--- src/hw/rtl/cfba_pkg.sv ---
`default_nettype none

package cfba_pkg;

  localparam int BLOCK_W = 10;
  localparam int STATUS_W = 2;
  localparam int COUNT_W = 11;
  localparam logic [COUNT_W-1:0] COUNT_MAX = 11'd2047;

  localparam logic REQ_ALLOC = 1'b0;
  localparam logic REQ_FREE = 1'b1;

  typedef enum logic [STATUS_W-1:0] {
    ST_OK      = 2'd0,
    ST_NO_FREE = 2'd1,
    ST_RANGE   = 2'd2
  } status_e;

  // Commands from the controller to the datapath.
  typedef struct packed {
    logic    load;        // latch the request fields
    logic    cap_gnt;     // capture the cache word at the pointer
    logic    pop;         // pointer up, count down
    logic    push;        // write the block below the pointer, pointer down
    logic    base_ld;     // load the chain address for a copy
    logic    copy_en;     // run the copy engine
    logic    reload_fin;  // pointer to zero after a reload, count down
    logic    spill_fin;   // block into the top slot after a spill
    logic    finish;      // register the result
    status_e status;
  } cmd_t;

  // Status from the datapath to the controller.
  typedef struct packed {
    logic is_free;
    logic count_zero;
    logic count_gt1;
    logic ptr_empty;
    logic ptr_zero;
    logic ptr_top;
    logic blk_bad;
    logic gnt_bad;
    logic copy_done;
  } sts_t;

endpackage

`default_nettype wire

--- src/hw/rtl/cfba_ctrl.sv ---
`default_nettype none

module cfba_ctrl
  import cfba_pkg::*;
(
  input  wire logic clk_i,
  input  wire logic rst_ni,
  input  wire logic start,
  output logic      busy,
  input  wire sts_t sts_i,
  output cmd_t      cmd_o
);

  localparam logic [2:0] S_IDLE  = 3'd0;
  localparam logic [2:0] S_CHECK = 3'd1;
  localparam logic [2:0] S_AREAD = 3'd2;
  localparam logic [2:0] S_ADEC  = 3'd3;
  localparam logic [2:0] S_BASE  = 3'd4;
  localparam logic [2:0] S_COPY  = 3'd5;
  localparam logic [2:0] S_SPILL = 3'd6;

  logic [2:0] state_q, state_d;

  always_comb begin
    state_d = state_q;
    cmd_o = '0;
    cmd_o.status = ST_OK;
    case (state_q)
      S_IDLE: begin
        if (start) begin
          cmd_o.load = 1'b1;
          state_d = S_CHECK;
        end
      end
      S_CHECK: begin
        if (sts_i.is_free) begin
          if (sts_i.blk_bad) begin
            cmd_o.finish = 1'b1;
            cmd_o.status = ST_RANGE;
            state_d = S_IDLE;
          end else if (sts_i.ptr_zero) begin
            state_d = S_BASE;
          end else begin
            cmd_o.push = 1'b1;
            cmd_o.finish = 1'b1;
            state_d = S_IDLE;
          end
        end else if (sts_i.count_zero || sts_i.ptr_empty) begin
          cmd_o.finish = 1'b1;
          cmd_o.status = ST_NO_FREE;
          state_d = S_IDLE;
        end else begin
          state_d = S_AREAD;
        end
      end
      S_AREAD: begin
        state_d = S_ADEC;
      end
      S_ADEC: begin
        cmd_o.cap_gnt = 1'b1;
        // The top slot holds a chain link only while more than one block is free.
        if (sts_i.count_gt1 && sts_i.ptr_top && !sts_i.gnt_bad) begin
          state_d = S_BASE;
        end else begin
          cmd_o.pop = 1'b1;
          cmd_o.finish = 1'b1;
          state_d = S_IDLE;
        end
      end
      S_BASE: begin
        cmd_o.base_ld = 1'b1;
        state_d = S_COPY;
      end
      S_COPY: begin
        cmd_o.copy_en = 1'b1;
        if (sts_i.copy_done) begin
          if (sts_i.is_free) begin
            state_d = S_SPILL;
          end else begin
            cmd_o.reload_fin = 1'b1;
            cmd_o.finish = 1'b1;
            state_d = S_IDLE;
          end
        end
      end
      S_SPILL: begin
        cmd_o.spill_fin = 1'b1;
        cmd_o.finish = 1'b1;
        state_d = S_IDLE;
      end
      default: begin
        state_d = S_IDLE;
      end
    endcase
  end

  always_ff @(posedge clk_i or negedge rst_ni) begin
    if (!rst_ni) begin
      state_q <= S_IDLE;
    end else begin
      state_q <= state_d;
    end
  end

  assign busy = (state_q != S_IDLE);

endmodule

`default_nettype wire

--- config.mk ---
export PLATFORM = sky130hd
export DESIGN_NAME = cfba_ctrl
export DESIGN_NICKNAME = d
export VERILOG_FILES = /design/src/hw/rtl/cfba_pkg.sv /design/src/hw/rtl/cfba_ctrl.sv
export SDC_FILE = /design/constraint.sdc
export NUM_CORES = 1
export LEC_CHECK = 0
export ABC_AREA = 1
export BUFFER_PORTS_ARGS = -buffer_cell sky130_fd_sc_hd__buf_2
export CAP_MARGIN = 0
export CELL_PAD_IN_SITES_DETAIL_PLACEMENT = 1
export CELL_PAD_IN_SITES_GLOBAL_PLACEMENT = 2
export CORE_UTILIZATION = 17
export CTS_BUF_LIST = sky130_fd_sc_hd__clkbuf_4 sky130_fd_sc_hd__clkbuf_8
export CTS_CLUSTER_SIZE = 28
export DETAILED_ROUTE_END_ITERATION = 10
export PLACE_DENSITY_LB_ADDON = 0.1
export SLEW_MARGIN = 10
export SYNTH_ARGS = -nofsm -noshare
export SYNTH_HDL_FRONTEND = slang
export SYNTH_SLANG_ARGS = --single-unit
--- constraint.sdc ---
create_clock -name clk_i -period 1.2 [get_ports clk_i]
set_input_delay 0.12 -clock clk_i [delete_from_list [all_inputs] [get_ports clk_i]]
set_output_delay 0.12 -clock clk_i [all_outputs]
set_load 0.02 [all_outputs]
==> insert_results.sql <==
INSERT INTO impl_metrics (metric_group, metric, value, unit) VALUES
('timing', 'finalSetupViolations', '11', ''),
('yosys', 'synth.cells.most_frequent', '12 x sky130_fd_sc_hd__nor2_1, 10 x sky130_fd_sc_hd__nand2_1, 9 x sky130_fd_sc_hd__inv_1', ''),
('critical_path', 'timing.critical_path.from_type', 'flip-flop', ''),
('yosys', 'number_of_warnings_printed_during_yosys_synthesis', '0', ''),
('yosys', 'synth_top_flop_cell', 'sky130_fd_sc_hd__dfrtp_1', ''),
('critical_path', 'critPathKind', 'flip-flop to output pin', ''),
('timing', 'finalWorstPathRequiredPeriod', '1.39', 'ns'),
('pwr', 'power.switching_fraction', '48.6', '%'),
('pwr', 'power.internal', '759', 'µW'),
('yosys', 'synth_enable_flop_cells', '0', ''),
('cts', 'cts_root_buf', 'sky130_fd_sc_hd__clkbuf_4', ''),
('die', 'die_h', '45.4', 'µm'),
('detailed_routing', 'vias_per_cell', '3.99', ''),
('yosys', 'yosysSeqAreaShare', '23.4', '%'),
('detailed_routing', 'met3WireLength', '46', 'µm'),
('place', 'postPlaceCellArea', '488', 'µm²'),
('pwr', 'power.net_switching', '717', 'µW'),
('finish', 'largestRegisters', 'state_q x3', ''),
('critical_path', 'crit_path_max_fanout', '8', ''),
('status', 'status', 'complete, but fails checks', ''),
('yosys', 'netlist.top_cell.by_area', 'sky130_fd_sc_hd__dfrtp_1', ''),
('detailed_routing', 'drt_drc_violations_left', '0', ''),
('timing', 'timing.slew.headroom', '83.5', '%'),
('yosys', 'synth.area.top_cells', 'sky130_fd_sc_hd__dfrtp_1 23%, sky130_fd_sc_hd__nor2_1 14%, sky130_fd_sc_hd__nand2_1 12%', ''),
('pwr', 'power.density', '2340', 'mW/mm²'),
('detailed_routing', 'detail_route.iter0.violations', '0', ''),
('critical_path', 'worst_setup_path_end_kind', 'output pin', ''),
('finish', 'layout-drive-gt1-share', '59.6', '%'),
('yosys', 'yosys.area.top_type_share', '23.4', '%'),
('yosys', 'syn_avg_cell_area', '5.72', 'µm²'),
('detailed_routing', 'postRouteAntennaNets', '0', ''),
('global_route', 'global_route.usage.total', '10.7', '%'),
('global_route', 'grt_pass1_vias', '426', ''),
('pwr', 'combPwrFrac', '70.4', '%'),
('die', 'i_o_pin_count', '24', ''),
('timing', 'finalWorstSetupSlack', '-0.185', 'ns'),
('global_route', 'grt_pass1_wl', '1.64', 'mm'),
('yosys', 'synth_cell_type_count', '15', ''),
('global_route', 'overflow', '0', ''),
('finish', 'n_antenna_cell', '0', ''),
('finish', 'layout.nets', '102', ''),
('cts', 'clk_pin_slew_worst_paths', '0.04', 'ns'),
('cts', 'cts_inserted_buffers', '3', ''),
('finish', 'area_growth', '96.9', '%'),
('finish', 'max_reg_flops', '3', ''),
('die', 'fp.dieW', '45.4', 'µm'),
('die', 'initial_core_util', '18.4', '%'),
('status', 'violated_checks', 'setup timing', ''),
('global_route', 'number_of_antenna_violations_at_the_first_check_in_global_routing', '0', ''),
('critical_path', 'critPathRequiredTime', '1.08', 'ns'),
('timing', 'worst_pin_slew', '0.247', 'ns'),
('die', 'floorplan.core_area', '0.00175', 'mm²'),
('yosys', 'synthesis.nets', '68', ''),
('timing', 'grt_setup_unrepaired', 'yes', ''),
('timing', 'max_freq', '722', 'MHz'),
('cts', 'cts_sinks', '3', ''),
('timing', 'fin_crit_sh', '115', '%'),
('job', 'drv.max_cap_violation_count', '0', ''),
('yosys', 'syn_inst', '56', ''),
('finish', 'n_fill_cell', '238', ''),
('critical_path', 'setup.reg_to_reg.worst_slack', '0.04', 'ns'),
('detailed_routing', 'drt_pass1_iterations', '1', ''),
('place', 'place.port_buffers', '23', ''),
('detailed_routing', 'highest-signal-layer', 'met4', ''),
('place', 'half_perimeter_wire_length_after_placement', '865', 'µm'),
('cts', 'insertion_delay', '0.23', 'ns'),
('timing', 'setup_total_negative_slack', '-1.18', 'ns'),
('global_route', 'grt_start_max_net_pins', '9', ''),
('yosys', 'yosys_register_bits', '3', ''),
('cts', 'cts.path.max_buffers', '2', ''),
('timing', 'number_of_pins_exceeding_their_max_slew_limit_in_the_final_report', '0', '');
==> routing by layer <==
layer  GRT usage [%]  vias up
met1            12.9      198
li1                -      240
met2            19.1       15
met3           0.397        2
met4            5.45        0
met5               0        -
==> area by class of cell <==
cell class | instances | area [µm²] | share of cell area [%]
repair buffers | 30 | 203 | 32.1
well taps | 25 | 31.3 | 4.96
flip-flops and latches | 3 | 76.3 | 12.1
clock buffers | 4 | 30.0 | 4.76
multi-input cells | 39 | 241 | 38.3
inverters | 13 | 48.8 | 7.74
==> critical path, cell delays in order (launching register included) <==
cell,delay (ns)
sky130_fd_sc_hd__dfrtp_2,0.47
sky130_fd_sc_hd__buf_4,0.16
sky130_fd_sc_hd__nand3_2,0.08
sky130_fd_sc_hd__inv_2,0.04
sky130_fd_sc_hd__nand2_2,0.07
sky130_fd_sc_hd__nand3_2,0.08
sky130_fd_sc_hd__buf_6,0.13
==> cell families after synthesis <==
| kind of cell | after synthesis | share of synthesized area [%] |
|---|---|---|
| AND/OR/NAND/NOR | 38 | 57.4 |
| buffers and inverters | 14 | 17.6 |
| flip-flops | 3 | 23.4 |
| AO/OA/AOI/OAI | 1 | 1.56 |
==> layout by cell type, fill, tap and decap left out <==
cell	instances
sky130_fd_sc_hd__dfrtp_2	1
sky130_fd_sc_hd__nor2_1	8
sky130_fd_sc_hd__dlygate4sd3_1	1
sky130_fd_sc_hd__nand3b_1	1
sky130_fd_sc_hd__nor3_4	1
sky130_fd_sc_hd__nand3_1	4
sky130_fd_sc_hd__a21oi_1	1
sky130_fd_sc_hd__nand3_2	4
sky130_fd_sc_hd__nor3_1	2
sky130_fd_sc_hd__nand3_4	1
sky130_fd_sc_hd__inv_2	6
sky130_fd_sc_hd__nand4_1	1
sky130_fd_sc_hd__nand2_2	1
sky130_fd_sc_hd__nor2_4	1
sky130_fd_sc_hd__nor4_2	1
sky130_fd_sc_hd__nand2_1	9
sky130_fd_sc_hd__buf_6	4
sky130_fd_sc_hd__dfrtp_1	2
sky130_fd_sc_hd__clkbuf_4	4
sky130_fd_sc_hd__inv_1	7
sky130_fd_sc_hd__buf_4	9
sky130_fd_sc_hd__buf_2	16
sky130_fd_sc_hd__nor2_2	4
==> power by group through the flow <==
| stage | registers (µW) | clock network [µW] | logic, µW |
|---|---|---|---|
| 5_1_grt | 249 | 212 | 1140 |
| 3_3_place_gp | 226 | 0 | 790 |
| 2_1_floorplan | 190 | 0 | 582 |
| 6_report | 239 | 198 | 1040 |
| 3_5_place_dp | 229 | 0 | 791 |
| 4_1_cts | 237 | 205 | 1020 |
==> path summary, 6_finish.rpt <==
path	startpoint	endpoint
worst max-delay path	state_q[0]	cmd_o[2]
worst min-delay path	rst_ni	state_q[2]
worst max register to register	state_q[1]	state_q[2]
worst min register to register	state_q[0]	state_q[0]
max in group asynchronous	rst_ni	state_q[0]
min in group clk_i	sts_i[0]	state_q[0]
==> what timing repair did <==
action,in CTS,in global routing
endpoints found under the setup margin,12,15
gates resized for setup,18,5
buffers inserted,3,1
pin swaps,3,4
hold buffers,1,0
hold endpoints to repair,3,0
==> metrics by stage <==
step                      std cells  total power (µW)  hold WS (ns)
after detailed placement        105              1020       -0.0847
after global placement          105              1020       -0.0846
after global routing            114              1600         0.224
final                           114              1480         0.210
after floorplan                  56               772        -0.176
after CTS                       113              1460         0.209
Power figures use the tool's default switching activity.
